File: src/sv/srhc_pkg.sv
`timescale 1ns / 1ps
// ----------------------------------------------------------------------------
// srhc_pkg
// Shared types and constants for the stereo red hue centroid block.
// ----------------------------------------------------------------------------
package srhc_pkg;

  localparam int LINE_PIXELS = 128;
  localparam int POS_W       = $clog2(LINE_PIXELS);
  localparam logic [POS_W-1:0] POS_MAX = POS_W'(LINE_PIXELS - 1);

  localparam int COLOR_W = 8;
  localparam int DIFF_W  = COLOR_W + 1;
  localparam int SQ_W    = 2 * DIFF_W;
  localparam int HUE_D_W = COLOR_W + 3;
  localparam int DMAG_W  = COLOR_W + 1;
  localparam int DD_W    = 2 * DMAG_W;
  localparam int Q_W     = 2 * COLOR_W;

  localparam int WINDOW_W = 11;
  localparam logic [WINDOW_W-1:0] WINDOW_RESET = 11'd993;
  localparam int WQ_W     = WINDOW_W + Q_W;
  localparam int SCALE_W  = 8;

  localparam int COUNT_W = 8;
  localparam logic [COUNT_W-1:0] COUNT_MAX = '1;
  localparam int SUM_W   = 13;
  localparam logic [SUM_W-1:0] SUM_MAX = '1;
  localparam int ADD_W   = SUM_W + 1;

  localparam int CENT_W  = 15;
  localparam int FRAC_W  = 8;
  localparam int NUM_W   = SUM_W + FRAC_W;
  localparam int STEP_W  = $clog2(NUM_W);
  localparam logic [STEP_W-1:0] STEP_LAST = STEP_W'(NUM_W - 1);
  localparam logic [NUM_W-1:0] CENT_MAX = NUM_W'((1 << CENT_W) - 1);

  localparam int QUEUE_DEPTH = 2;
  localparam int QPTR_W      = $clog2(QUEUE_DEPTH);
  localparam int QCNT_W      = $clog2(QUEUE_DEPTH + 1);

  localparam int APB_ADDR_W = 3;
  localparam int APB_DATA_W = 32;
  localparam int REG_IDX_W  = APB_ADDR_W - 2;
  localparam logic [REG_IDX_W-1:0] REG_HUE_WINDOW = '0;

  typedef struct packed {
    logic [SUM_W-1:0]   left_sum;
    logic [COUNT_W-1:0] left_cnt;
    logic [SUM_W-1:0]   right_sum;
    logic [COUNT_W-1:0] right_cnt;
  } line_tot_t;

  typedef enum logic [2:0] {
    ST_IDLE = 3'b001,
    ST_DIV  = 3'b010,
    ST_DONE = 3'b100
  } back_state_t;

endpackage

File: src/sv/srhc_pixel_if.sv
`timescale 1ns / 1ps
// ----------------------------------------------------------------------------
// srhc_pixel_if
// Input channel: one left and one right RGB pixel per transfer.
// ----------------------------------------------------------------------------
interface srhc_pixel_if;
  logic       valid;
  logic       ready;
  logic [7:0] left_red;
  logic [7:0] left_green;
  logic [7:0] left_blue;
  logic [7:0] right_red;
  logic [7:0] right_green;
  logic [7:0] right_blue;
  logic       last_pixel;

  modport source (
    output valid, left_red, left_green, left_blue,
           right_red, right_green, right_blue, last_pixel,
    input  ready
  );
  modport sink (
    input  valid, left_red, left_green, left_blue,
           right_red, right_green, right_blue, last_pixel,
    output ready
  );
endinterface

File: src/sv/srhc_result_if.sv
`timescale 1ns / 1ps
// ----------------------------------------------------------------------------
// srhc_result_if
// Output channel: one centroid result per line pair.
// ----------------------------------------------------------------------------
interface srhc_result_if;
  logic        valid;
  logic        ready;
  logic        both_found;
  logic [14:0] left_centroid;
  logic [14:0] right_centroid;
  logic [7:0]  left_count;
  logic [7:0]  right_count;

  modport source (
    output valid, both_found, left_centroid, right_centroid,
           left_count, right_count,
    input  ready
  );
  modport sink (
    input  valid, both_found, left_centroid, right_centroid,
           left_count, right_count,
    output ready
  );
endinterface

File: src/sv/srhc_front.sv
`timescale 1ns / 1ps
// ----------------------------------------------------------------------------
// srhc_front
// Hue classification pipeline and per-eye red count and index sum.
// ----------------------------------------------------------------------------
module srhc_front (
  input  logic                        clk,
  input  logic                        rst,
  srhc_pixel_if.sink                  pixel,
  input  logic [srhc_pkg::WINDOW_W-1:0] window,
  output logic                        push,
  output srhc_pkg::line_tot_t         push_data,
  input  logic                        full
);

  logic [srhc_pkg::COLOR_W-1:0] red_c [2];
  logic [srhc_pkg::COLOR_W-1:0] green_c [2];
  logic [srhc_pkg::COLOR_W-1:0] blue_c [2];

  logic signed [srhc_pkg::DIFF_W-1:0]  rg_diff [2];
  logic signed [srhc_pkg::DIFF_W-1:0]  rb_diff [2];
  logic signed [srhc_pkg::DIFF_W-1:0]  gb_diff [2];
  logic signed [srhc_pkg::SQ_W-1:0]    rg_sq [2];
  logic signed [srhc_pkg::SQ_W-1:0]    rb_sq [2];
  logic signed [srhc_pkg::SQ_W-1:0]    gb_sq [2];
  logic [srhc_pkg::SQ_W-1:0]           q_sum [2];
  logic signed [srhc_pkg::HUE_D_W-1:0] d_full [2];

  logic                         pipe_en;
  logic                         s1_valid;
  logic                         s1_last;
  logic                         s1_dpos [2];
  logic [srhc_pkg::DMAG_W-1:0]  s1_dmag [2];
  logic [srhc_pkg::Q_W-1:0]     s1_q [2];
  logic                         s2_valid;
  logic                         s2_last;
  logic                         s2_ok [2];
  logic [srhc_pkg::DD_W-1:0]    s2_dd [2];
  logic [srhc_pkg::WQ_W-1:0]    s2_wq [2];

  logic                         is_red [2];
  logic [srhc_pkg::POS_W-1:0]   pos;
  logic [srhc_pkg::COUNT_W-1:0] cnt [2];
  logic [srhc_pkg::SUM_W-1:0]   sum [2];
  logic [srhc_pkg::COUNT_W-1:0] cnt_next [2];
  logic [srhc_pkg::SUM_W-1:0]   sum_next [2];
  logic [srhc_pkg::ADD_W-1:0]   sum_add [2];

  assign red_c[0]   = pixel.left_red;
  assign green_c[0] = pixel.left_green;
  assign blue_c[0]  = pixel.left_blue;
  assign red_c[1]   = pixel.right_red;
  assign green_c[1] = pixel.right_green;
  assign blue_c[1]  = pixel.right_blue;

  assign pipe_en     = !(s2_valid && s2_last && full);
  assign pixel.ready = pipe_en;

  always_comb begin
    for (int i = 0; i < 2; i++) begin
      rg_diff[i] = $signed({1'b0, red_c[i]}) - $signed({1'b0, green_c[i]});
      rb_diff[i] = $signed({1'b0, red_c[i]}) - $signed({1'b0, blue_c[i]});
      gb_diff[i] = $signed({1'b0, green_c[i]}) - $signed({1'b0, blue_c[i]});
      rg_sq[i]   = rg_diff[i] * rg_diff[i];
      rb_sq[i]   = rb_diff[i] * rb_diff[i];
      gb_sq[i]   = gb_diff[i] * gb_diff[i];
      q_sum[i]   = $unsigned(rg_sq[i]) + $unsigned(rb_sq[i]) + $unsigned(gb_sq[i]);
      d_full[i]  = $signed({2'b00, red_c[i], 1'b0}) - $signed({3'b000, green_c[i]})
                   - $signed({3'b000, blue_c[i]});
    end
  end

  always_ff @(posedge clk) begin
    if (rst) begin
      s1_valid <= 1'b0;
      s2_valid <= 1'b0;
    end else if (pipe_en) begin
      s1_valid <= pixel.valid;
      s2_valid <= s1_valid;
    end
  end

  always_ff @(posedge clk) begin
    if (pipe_en) begin
      s1_last <= pixel.last_pixel;
      s2_last <= s1_last;
      for (int i = 0; i < 2; i++) begin
        s1_dpos[i] <= !d_full[i][srhc_pkg::HUE_D_W-1] && (d_full[i] != '0);
        s1_dmag[i] <= d_full[i][srhc_pkg::DMAG_W-1:0];
        s1_q[i]    <= q_sum[i][srhc_pkg::Q_W:1];
        s2_ok[i]   <= s1_dpos[i] && (s1_q[i] != '0);
        s2_dd[i]   <= s1_dmag[i] * s1_dmag[i];
        s2_wq[i]   <= window * s1_q[i];
      end
    end
  end

  always_comb begin
    for (int i = 0; i < 2; i++) begin
      is_red[i] = s2_ok[i] &&
                  ({1'b0, s2_dd[i], {srhc_pkg::SCALE_W{1'b0}}} >= s2_wq[i]);
      sum_add[i] = {1'b0, sum[i]} + srhc_pkg::ADD_W'(pos);
      cnt_next[i] = cnt[i];
      sum_next[i] = sum[i];
      if (is_red[i]) begin
        if (cnt[i] != srhc_pkg::COUNT_MAX) begin
          cnt_next[i] = cnt[i] + 1'b1;
        end
        if (sum_add[i] > srhc_pkg::ADD_W'(srhc_pkg::SUM_MAX)) begin
          sum_next[i] = srhc_pkg::SUM_MAX;
        end else begin
          sum_next[i] = sum_add[i][srhc_pkg::SUM_W-1:0];
        end
      end
    end
  end

  assign push                = pipe_en && s2_valid && s2_last;
  assign push_data.left_sum  = sum_next[0];
  assign push_data.left_cnt  = cnt_next[0];
  assign push_data.right_sum = sum_next[1];
  assign push_data.right_cnt = cnt_next[1];

  always_ff @(posedge clk) begin
    if (rst) begin
      pos <= '0;
      for (int i = 0; i < 2; i++) begin
        cnt[i] <= '0;
        sum[i] <= '0;
      end
    end else if (pipe_en && s2_valid) begin
      if (s2_last) begin
        pos <= '0;
        for (int i = 0; i < 2; i++) begin
          cnt[i] <= '0;
          sum[i] <= '0;
        end
      end else begin
        if (pos != srhc_pkg::POS_MAX) begin
          pos <= pos + 1'b1;
        end
        for (int i = 0; i < 2; i++) begin
          cnt[i] <= cnt_next[i];
          sum[i] <= sum_next[i];
        end
      end
    end
  end

endmodule

File: src/sv/srhc_queue.sv
`timescale 1ns / 1ps
// ----------------------------------------------------------------------------
// srhc_queue
// Short queue of line totals between the front and the divider.
// ----------------------------------------------------------------------------
module srhc_queue (
  input  logic                clk,
  input  logic                rst,
  input  logic                push,
  input  srhc_pkg::line_tot_t push_data,
  output logic                full,
  input  logic                pop,
  output srhc_pkg::line_tot_t pop_data,
  output logic                empty
);

  srhc_pkg::line_tot_t         store [srhc_pkg::QUEUE_DEPTH];
  logic [srhc_pkg::QPTR_W-1:0] wr_ptr;
  logic [srhc_pkg::QPTR_W-1:0] rd_ptr;
  logic [srhc_pkg::QCNT_W-1:0] fill;

  assign full     = (fill == srhc_pkg::QCNT_W'(srhc_pkg::QUEUE_DEPTH));
  assign empty    = (fill == '0);
  assign pop_data = store[rd_ptr];

  always_ff @(posedge clk) begin
    if (push && !full) begin
      store[wr_ptr] <= push_data;
    end
  end

  always_ff @(posedge clk) begin
    if (rst) begin
      wr_ptr <= '0;
      rd_ptr <= '0;
      fill   <= '0;
    end else begin
      if (push && !full) begin
        wr_ptr <= wr_ptr + 1'b1;
      end
      if (pop && !empty) begin
        rd_ptr <= rd_ptr + 1'b1;
      end
      case ({push && !full, pop && !empty})
        2'b10:   fill <= fill + 1'b1;
        2'b01:   fill <= fill - 1'b1;
        default: fill <= fill;
      endcase
    end
  end

endmodule

File: src/sv/srhc_back.sv
`timescale 1ns / 1ps
// ----------------------------------------------------------------------------
// srhc_back
// Bit-serial centroid divider for both eyes and the result register.
// ----------------------------------------------------------------------------
module srhc_back (
  input  logic                clk,
  input  logic                rst,
  input  logic                empty,
  input  srhc_pkg::line_tot_t pop_data,
  output logic                pop,
  srhc_result_if.source       result
);

  srhc_pkg::back_state_t        state;
  logic [srhc_pkg::STEP_W-1:0]  step;
  logic [srhc_pkg::NUM_W-1:0]   num [2];
  logic [srhc_pkg::COUNT_W-1:0] den [2];
  logic [srhc_pkg::COUNT_W-1:0] rem [2];
  logic [srhc_pkg::NUM_W-1:0]   quo [2];
  logic [srhc_pkg::COUNT_W:0]   part [2];
  logic [srhc_pkg::COUNT_W:0]   diff [2];
  logic                         load_out;

  logic                         out_valid;
  logic                         out_both;
  logic [srhc_pkg::CENT_W-1:0]  out_cent [2];
  logic [srhc_pkg::COUNT_W-1:0] out_cnt [2];

  function automatic logic [srhc_pkg::CENT_W-1:0] centroid(
    input logic [srhc_pkg::NUM_W-1:0]   q,
    input logic [srhc_pkg::COUNT_W-1:0] d
  );
    logic [srhc_pkg::CENT_W-1:0] c;
    if (d == '0) begin
      c = '0;
    end else if (q > srhc_pkg::CENT_MAX) begin
      c = srhc_pkg::CENT_MAX[srhc_pkg::CENT_W-1:0];
    end else begin
      c = q[srhc_pkg::CENT_W-1:0];
    end
    return c;
  endfunction

  assign pop      = (state == srhc_pkg::ST_IDLE) && !empty;
  assign load_out = (state == srhc_pkg::ST_DONE) && (!out_valid || result.ready);

  always_comb begin
    for (int i = 0; i < 2; i++) begin
      part[i] = {rem[i], num[i][srhc_pkg::NUM_W-1]};
      diff[i] = part[i] - {1'b0, den[i]};
    end
  end

  always_ff @(posedge clk) begin
    if (rst) begin
      state <= srhc_pkg::ST_IDLE;
      step  <= '0;
    end else begin
      case (state)
        srhc_pkg::ST_IDLE: begin
          if (!empty) begin
            step  <= '0;
            state <= srhc_pkg::ST_DIV;
          end
        end
        srhc_pkg::ST_DIV: begin
          step <= step + 1'b1;
          if (step == srhc_pkg::STEP_LAST) begin
            state <= srhc_pkg::ST_DONE;
          end
        end
        srhc_pkg::ST_DONE: begin
          if (load_out) begin
            state <= srhc_pkg::ST_IDLE;
          end
        end
        default: state <= srhc_pkg::ST_IDLE;
      endcase
    end
  end

  always_ff @(posedge clk) begin
    if (pop) begin
      num[0] <= {pop_data.left_sum, {srhc_pkg::FRAC_W{1'b0}}};
      num[1] <= {pop_data.right_sum, {srhc_pkg::FRAC_W{1'b0}}};
      den[0] <= pop_data.left_cnt;
      den[1] <= pop_data.right_cnt;
      for (int i = 0; i < 2; i++) begin
        rem[i] <= '0;
        quo[i] <= '0;
      end
    end else if (state == srhc_pkg::ST_DIV) begin
      for (int i = 0; i < 2; i++) begin
        num[i] <= {num[i][srhc_pkg::NUM_W-2:0], 1'b0};
        if (part[i] >= {1'b0, den[i]}) begin
          rem[i] <= diff[i][srhc_pkg::COUNT_W-1:0];
          quo[i] <= {quo[i][srhc_pkg::NUM_W-2:0], 1'b1};
        end else begin
          rem[i] <= part[i][srhc_pkg::COUNT_W-1:0];
          quo[i] <= {quo[i][srhc_pkg::NUM_W-2:0], 1'b0};
        end
      end
    end
  end

  always_ff @(posedge clk) begin
    if (rst) begin
      out_valid <= 1'b0;
    end else if (load_out) begin
      out_valid <= 1'b1;
    end else if (result.ready) begin
      out_valid <= 1'b0;
    end
  end

  always_ff @(posedge clk) begin
    if (load_out) begin
      out_both <= (den[0] != '0) && (den[1] != '0);
      for (int i = 0; i < 2; i++) begin
        out_cent[i] <= centroid(quo[i], den[i]);
        out_cnt[i]  <= den[i];
      end
    end
  end

  assign result.valid          = out_valid;
  assign result.both_found     = out_both;
  assign result.left_centroid  = out_cent[0];
  assign result.right_centroid = out_cent[1];
  assign result.left_count     = out_cnt[0];
  assign result.right_count    = out_cnt[1];

endmodule

File: src/sv/stereo_red_hue_centroid_top.sv
`timescale 1ns / 1ps
// ----------------------------------------------------------------------------
// stereo_red_hue_centroid_top
// Red blob centroid of a stereo pair of scan lines.
//
// The pixel channel takes one left and one right RGB pixel per transfer,
// one transfer per cycle while the front pipeline runs; last_pixel closes
// the line pair. Each pixel is classed red by a pipelined hue test and
// its index is added to the per-eye count and sum. The line totals enter a
// two-entry queue; a bit-serial divider (one quotient bit per cycle)
// turns them into Q7.8 centroids, held in a result register.
// Line totals pass s1, s2, the queue and divider before result valid rises.
// The divider pops a line pair only when idle, so line pairs can outrun it:
// with the queue full, a further line end reaching s2 makes the pixel
// channel drop ready until an entry drains.
// A stalled result channel holds the result register; the divider and the
// queue keep working behind it until both fill.
// The hue window register is at APB byte address 0; the user must keep it
// written only while the block is idle, which the block does not enforce.
// Reset empties the pipeline, queue and result register, clears the line
// state and sets the window to 993 (a 10 degree half window).
// ----------------------------------------------------------------------------
module stereo_red_hue_centroid_top (
  input  logic                              clk,
  input  logic                              rst,
  input  logic                              psel,
  input  logic                              penable,
  input  logic                              pwrite,
  input  logic [srhc_pkg::APB_ADDR_W-1:0]   paddr,
  input  logic [srhc_pkg::APB_DATA_W-1:0]   pwdata,
  output logic [srhc_pkg::APB_DATA_W-1:0]   prdata,
  output logic                              pready,
  srhc_pixel_if.sink                        pixel,
  srhc_result_if.source                     result
);

  logic [srhc_pkg::WINDOW_W-1:0]  window;
  logic [srhc_pkg::REG_IDX_W-1:0] reg_idx;
  logic                           push;
  logic                           pop;
  logic                           full;
  logic                           empty;
  srhc_pkg::line_tot_t            push_data;
  srhc_pkg::line_tot_t            pop_data;

  assign reg_idx = paddr[srhc_pkg::APB_ADDR_W-1:2];
  assign pready  = 1'b1;
  assign prdata  = (reg_idx == srhc_pkg::REG_HUE_WINDOW) ?
                   srhc_pkg::APB_DATA_W'(window) : '0;

  always_ff @(posedge clk) begin
    if (rst) begin
      window <= srhc_pkg::WINDOW_RESET;
    end else if (psel && penable && pwrite && pready &&
                 (reg_idx == srhc_pkg::REG_HUE_WINDOW)) begin
      window <= pwdata[srhc_pkg::WINDOW_W-1:0];
    end
  end

  srhc_front u_front (
    .clk       (clk),
    .rst       (rst),
    .pixel     (pixel),
    .window    (window),
    .push      (push),
    .push_data (push_data),
    .full      (full)
  );

  srhc_queue u_queue (
    .clk       (clk),
    .rst       (rst),
    .push      (push),
    .push_data (push_data),
    .full      (full),
    .pop       (pop),
    .pop_data  (pop_data),
    .empty     (empty)
  );

  srhc_back u_back (
    .clk      (clk),
    .rst      (rst),
    .empty    (empty),
    .pop_data (pop_data),
    .pop      (pop),
    .result   (result)
  );

endmodule
File: src/flat_wrapper.sv
// flat-port wrapper written by rule: the top's interface ports become plain ports
module stereo_red_hue_centroid_top_flat 
  (clk, rst, psel, penable, pwrite, paddr, pwdata, prdata, pready, pixel_valid, pixel_left_red, pixel_left_green, pixel_left_blue, pixel_right_red, pixel_right_green, pixel_right_blue, pixel_last_pixel, pixel_ready, result_valid, result_both_found, result_left_centroid, result_right_centroid, result_left_count, result_right_count, result_ready);
  srhc_pixel_if pixel_i ();
  srhc_result_if result_i ();
  input  logic clk;
  input  logic rst;
  input  logic psel;
  input  logic penable;
  input  logic pwrite;
  input  logic [srhc_pkg::APB_ADDR_W-1:0] paddr;
  input  logic [srhc_pkg::APB_DATA_W-1:0] pwdata;
  output logic [srhc_pkg::APB_DATA_W-1:0] prdata;
  output logic pready;
  input wire logic [$bits(pixel_i.valid)-1:0] pixel_valid;
  input wire logic [$bits(pixel_i.left_red)-1:0] pixel_left_red;
  input wire logic [$bits(pixel_i.left_green)-1:0] pixel_left_green;
  input wire logic [$bits(pixel_i.left_blue)-1:0] pixel_left_blue;
  input wire logic [$bits(pixel_i.right_red)-1:0] pixel_right_red;
  input wire logic [$bits(pixel_i.right_green)-1:0] pixel_right_green;
  input wire logic [$bits(pixel_i.right_blue)-1:0] pixel_right_blue;
  input wire logic [$bits(pixel_i.last_pixel)-1:0] pixel_last_pixel;
  output wire logic [$bits(pixel_i.ready)-1:0] pixel_ready;
  output wire logic [$bits(result_i.valid)-1:0] result_valid;
  output wire logic [$bits(result_i.both_found)-1:0] result_both_found;
  output wire logic [$bits(result_i.left_centroid)-1:0] result_left_centroid;
  output wire logic [$bits(result_i.right_centroid)-1:0] result_right_centroid;
  output wire logic [$bits(result_i.left_count)-1:0] result_left_count;
  output wire logic [$bits(result_i.right_count)-1:0] result_right_count;
  input wire logic [$bits(result_i.ready)-1:0] result_ready;
  assign pixel_i.valid = pixel_valid;
  assign pixel_i.left_red = pixel_left_red;
  assign pixel_i.left_green = pixel_left_green;
  assign pixel_i.left_blue = pixel_left_blue;
  assign pixel_i.right_red = pixel_right_red;
  assign pixel_i.right_green = pixel_right_green;
  assign pixel_i.right_blue = pixel_right_blue;
  assign pixel_i.last_pixel = pixel_last_pixel;
  assign pixel_ready = pixel_i.ready;
  assign result_valid = result_i.valid;
  assign result_both_found = result_i.both_found;
  assign result_left_centroid = result_i.left_centroid;
  assign result_right_centroid = result_i.right_centroid;
  assign result_left_count = result_i.left_count;
  assign result_right_count = result_i.right_count;
  assign result_i.ready = result_ready;
  stereo_red_hue_centroid_top u_core (.clk(clk), .rst(rst), .psel(psel), .penable(penable), .pwrite(pwrite), .paddr(paddr), .pwdata(pwdata), .prdata(prdata), .pready(pready), .pixel(pixel_i), .result(result_i));
endmodule
File: config.mk
export PLATFORM = sky130hd
export DESIGN_NAME = stereo_red_hue_centroid_top_flat
export DESIGN_NICKNAME = d
export VERILOG_FILES = /design/src/sv/srhc_pkg.sv /design/src/sv/srhc_pixel_if.sv /design/src/sv/srhc_result_if.sv /design/src/sv/srhc_front.sv /design/src/sv/srhc_queue.sv /design/src/sv/srhc_back.sv /design/src/sv/stereo_red_hue_centroid_top.sv /design/src/flat_wrapper.sv
export SDC_FILE = /design/constraint.sdc
export NUM_CORES = 2
export LEC_CHECK = 0
export BUFFER_PORTS_ARGS = -buffer_cell sky130_fd_sc_hd__buf_2
export CELL_PAD_IN_SITES_DETAIL_PLACEMENT = 0
export CELL_PAD_IN_SITES_GLOBAL_PLACEMENT = 1
export CORE_MARGIN = 4
export CORE_UTILIZATION = 52
export DETAILED_ROUTE_END_ITERATION = 7
export PLACE_DENSITY = 0.86
export SLEW_MARGIN = 10
export SYNTH_ARGS = -nofsm -noshare
export SYNTH_HDL_FRONTEND = slang
export SYNTH_SLANG_ARGS = --single-unit
export TNS_END_PERCENT = 20
File: constraint.sdc
create_clock -name clk -period 10.95 [get_ports clk]
set_input_delay 2.19 -clock clk [delete_from_list [all_inputs] [get_ports clk]]
set_output_delay 2.19 -clock clk [all_outputs]
set_load 0.01 [all_outputs]
==> flow_summary.ini <==
[sta]
hold_viol_final = 0
slew_viol_final = 0
fmax_mhz = 99.5
relSlewSlack = 0.275
period_needed_ns = 10.05
fin_skew_ns = 0.0331
finalSetupViolations = 0
rsz0062_at_grt = false
worst_slew_pin_slew_ns = 1.09
finalCritPeriodShare = 0.918
tns_ns = 0

[clock_tree]
tritoncts.num_buffers = 47
tritoncts = yes
cts-root-buf = clkbuf_16
ctsResizeCount = 0
clockBufferDepth = 3
cts_max_level = 2
clkLatencyLatePin_ns = 0.61
holdBufCountCts = 0
clkTransAtPathRegs_ns = 0.07
post_cts_buffers = 0
cts_sinks = 451

[logic_synthesis]
async_flop_share = 0
synth_simple_gate_area_frac = 0.121
ys_seq_area_frac = 0.254
synth_top_family_by_area = adder cells
synthCells = 5028
synth_area_sq_um = 51900
synth_xor_area_frac = 0.0422
ys_ff_latch = 451
synthAdderAreaFrac = 0.417
yosysWarnings = 0
synth-compound-area-share = 0.0665
synth_cell_types = 74
synthFlopType = edfxtp_1
avgSynthCellArea_sq_um = 10.3
synth_edf_count = 416
muxShareOfSynthArea = 0.0139

[place]
dpl.hpwl_mm = 83.0
place_area_sq_um = 54100
gp_congestion = 0.827
port_buffers = 127

[final_layout]
final_common_cell = inv_1
fill_cells = 8550
drive_above_1_share = 0.0668
final_cell_area_sq_um = 55700
mostFrequentLayoutCells = inv_1 (996), fa_1 (755), ha_1 (520)
diodes = 0
multi_input_area_sq_um = 34400
regArea_sq_um = 13200
nets = 6506
area_growth_pct = 7.25

[floorplan]
start_util = 0.526
row_count = 115
die_width_um = 324
die_y_um = 324
ioPinCount = 173
core_area_sq_um = 98700
die-area_sq_um = 105000

[drt]
detail_route.wirelength_mm = 104
ant_nets = 0
drt_iter0_markers = 1596
route.detailed.drc = 0
vias_per_cell = 5.24
wire_per_inst_um = 16.1
vias = 33900
dr.pass1.iters = 5

[grt]
grt_max_degree = 75
grt_pass1_wl_mm = 177
grtUsageTotal = 0.207
grt.overflow.total = 0
grt_pass1_vias = 36200
antenna_found_initial = 0

[critical_path]
crit_type = primary input to register
cpMostUsedCell = fa_1
worst-path-max-fanout = 7
crit_arrival_ns = 10.38
max_stage_delay_ns = 0.56
critPathCaptureType = register
slowest_stage = fa_1
cp-start-kind = primary input
critical_path_required_ns = 11.28

[run]
maxCapViolCount = 0

[worst_hold_path]
hold_path.class = register to register

[outcome]
status = finished clean
==> area by class of cell <==
type,instances,area share
Multi-Input combinational cell,3432,0.617
Tap cell,1287,0.0289
Timing Repair Buffer,194,0.0205
Sequential cell,451,0.237
Inverter,1014,0.0684
Clock inverter,31,0.00564
Clock buffer,57,0.0222
==> critical path, delay by kind of cell <==
| kind | cells | cell delay (ns) |
|---|---|---|
| AO/OA/AOI/OAI | 12 | 2.23 |
| XOR/XNOR | 1 | 0.08 |
| adder cells (fa/ha/maj) | 11 | 4.74 |
| buffers and inverters | 7 | 0.81 |
| AND/OR/NAND/NOR | 2 | 0.33 |
==> worst paths after layout <==
check / startpoint / endpoint / slack, ns / depth (start not counted)
setup reg to reg: u_core.u_front.s1_q[0][7] / u_core.u_front.s2_wq[0][25] / 4.81 / 17
hold reg to reg: u_core.u_front.s1_last / u_core.u_front.s2_last / 0.45 / 0
hold / removal: u_core.u_front.s1_last / u_core.u_front.s2_last / 0.45 / 0
setup / recovery: pixel_left_red[0] / u_core.u_front.s1_q[0][15] / 0.90 / 33
==> sequential cells by signal (all words and copies together), names as in the netlist, 2 cells and up, named ones only <==
register / count
u_core.u_front.cnt: 16
u_core.u_queue.store: 84
u_core.u_front.s1_dmag: 18
u_core.u_front.s2_wq: 54
u_core.u_queue.fill: 2
u_core.u_front.s2_ok: 2
u_core.u_back.state: 3
u_core.u_back.num: 26
u_core.u_front.sum: 26
u_core.u_back.quo: 42
u_core.u_back.out_cent: 30
u_core.u_back.den: 16
u_core.u_front.s1_dpos: 2
u_core.u_back.out_cnt: 16
u_core.window: 11
u_core.u_front.pos: 7
u_core.u_back.rem: 16
u_core.u_back.step: 5
u_core.u_front.s1_q: 32
u_core.u_front.s2_dd: 34
==> synthesized netlist by cell type (all sizes together), types with 4 or more instances <==
cell type	instances	area (sq um)
a31oi	22	138
a21oi	122	611
a311oi	4	35.0
xnor2	166	1450
fa	755	15100
buf	25	178
nand2	435	1630
o31ai	5	37.5
dfxtp	35	701
a41o	5	50.1
nand2b	52	325
nor2	288	1080
ha	520	6510
nor2b	52	333
xor2	84	736
or3	10	62.6
and3	21	131
mux2	31	349
a21o	82	616
nand4	16	100
inv	1008	3780
and2	288	1800
nor4	20	125
o21bai	34	259
a31o	6	52.6
a22o	7	61.3
nor3	31	155
clkbuf	126	473
a41oi	4	35.0
mux2i	37	370
clkinv	6	22.5
nand3	37	185
a211oi	13	97.6
or2	30	188
a21boi	13	97.6
nand4b	4	35.0
o21a	62	465
o22a	7	61.3
o21ai	95	475
o31a	6	52.6
o211ai	5	37.5
o41ai	9	86.3
edfxtp	416	12500
==> kinds of logic after synthesis <==
group / Yosys count
and+or+nand+nor: 1297
adders and majority gates: 1275
buffers and inverters: 1165
AOI/OAI and AO/OA: 520
DFF: 451
xor gates and xnor gates: 250
muxes: 68
other: 2
==> metrics by stage <==
step	utilization	hold slack (ns)	instances	worst slack, ns
after floorplan	-	0.400	5048	0.834
after detailed placement	0.548	0.421	6378	0.327
after global routing	0.564	0.460	6466	0.285
after global placement	0.548	0.418	6378	0.457
final	0.564	0.448	6466	0.897
after CTS	0.564	0.448	6466	0.956
==> routing by layer <==
metal  up-vias  wire length, um  global-route usage  part of all wire
met2       582            51400               0.364              0.50
li1      16100                -                   -                 -
met3       146             3960              0.0231             0.038
met4         0             3340              0.0604             0.032
met5         -                0                   0                 0
met1     17100            45100               0.273              0.43
Power is not shown: default switching activity piles up to over one toggle a cycle in this logic, so the estimate is an artifact.
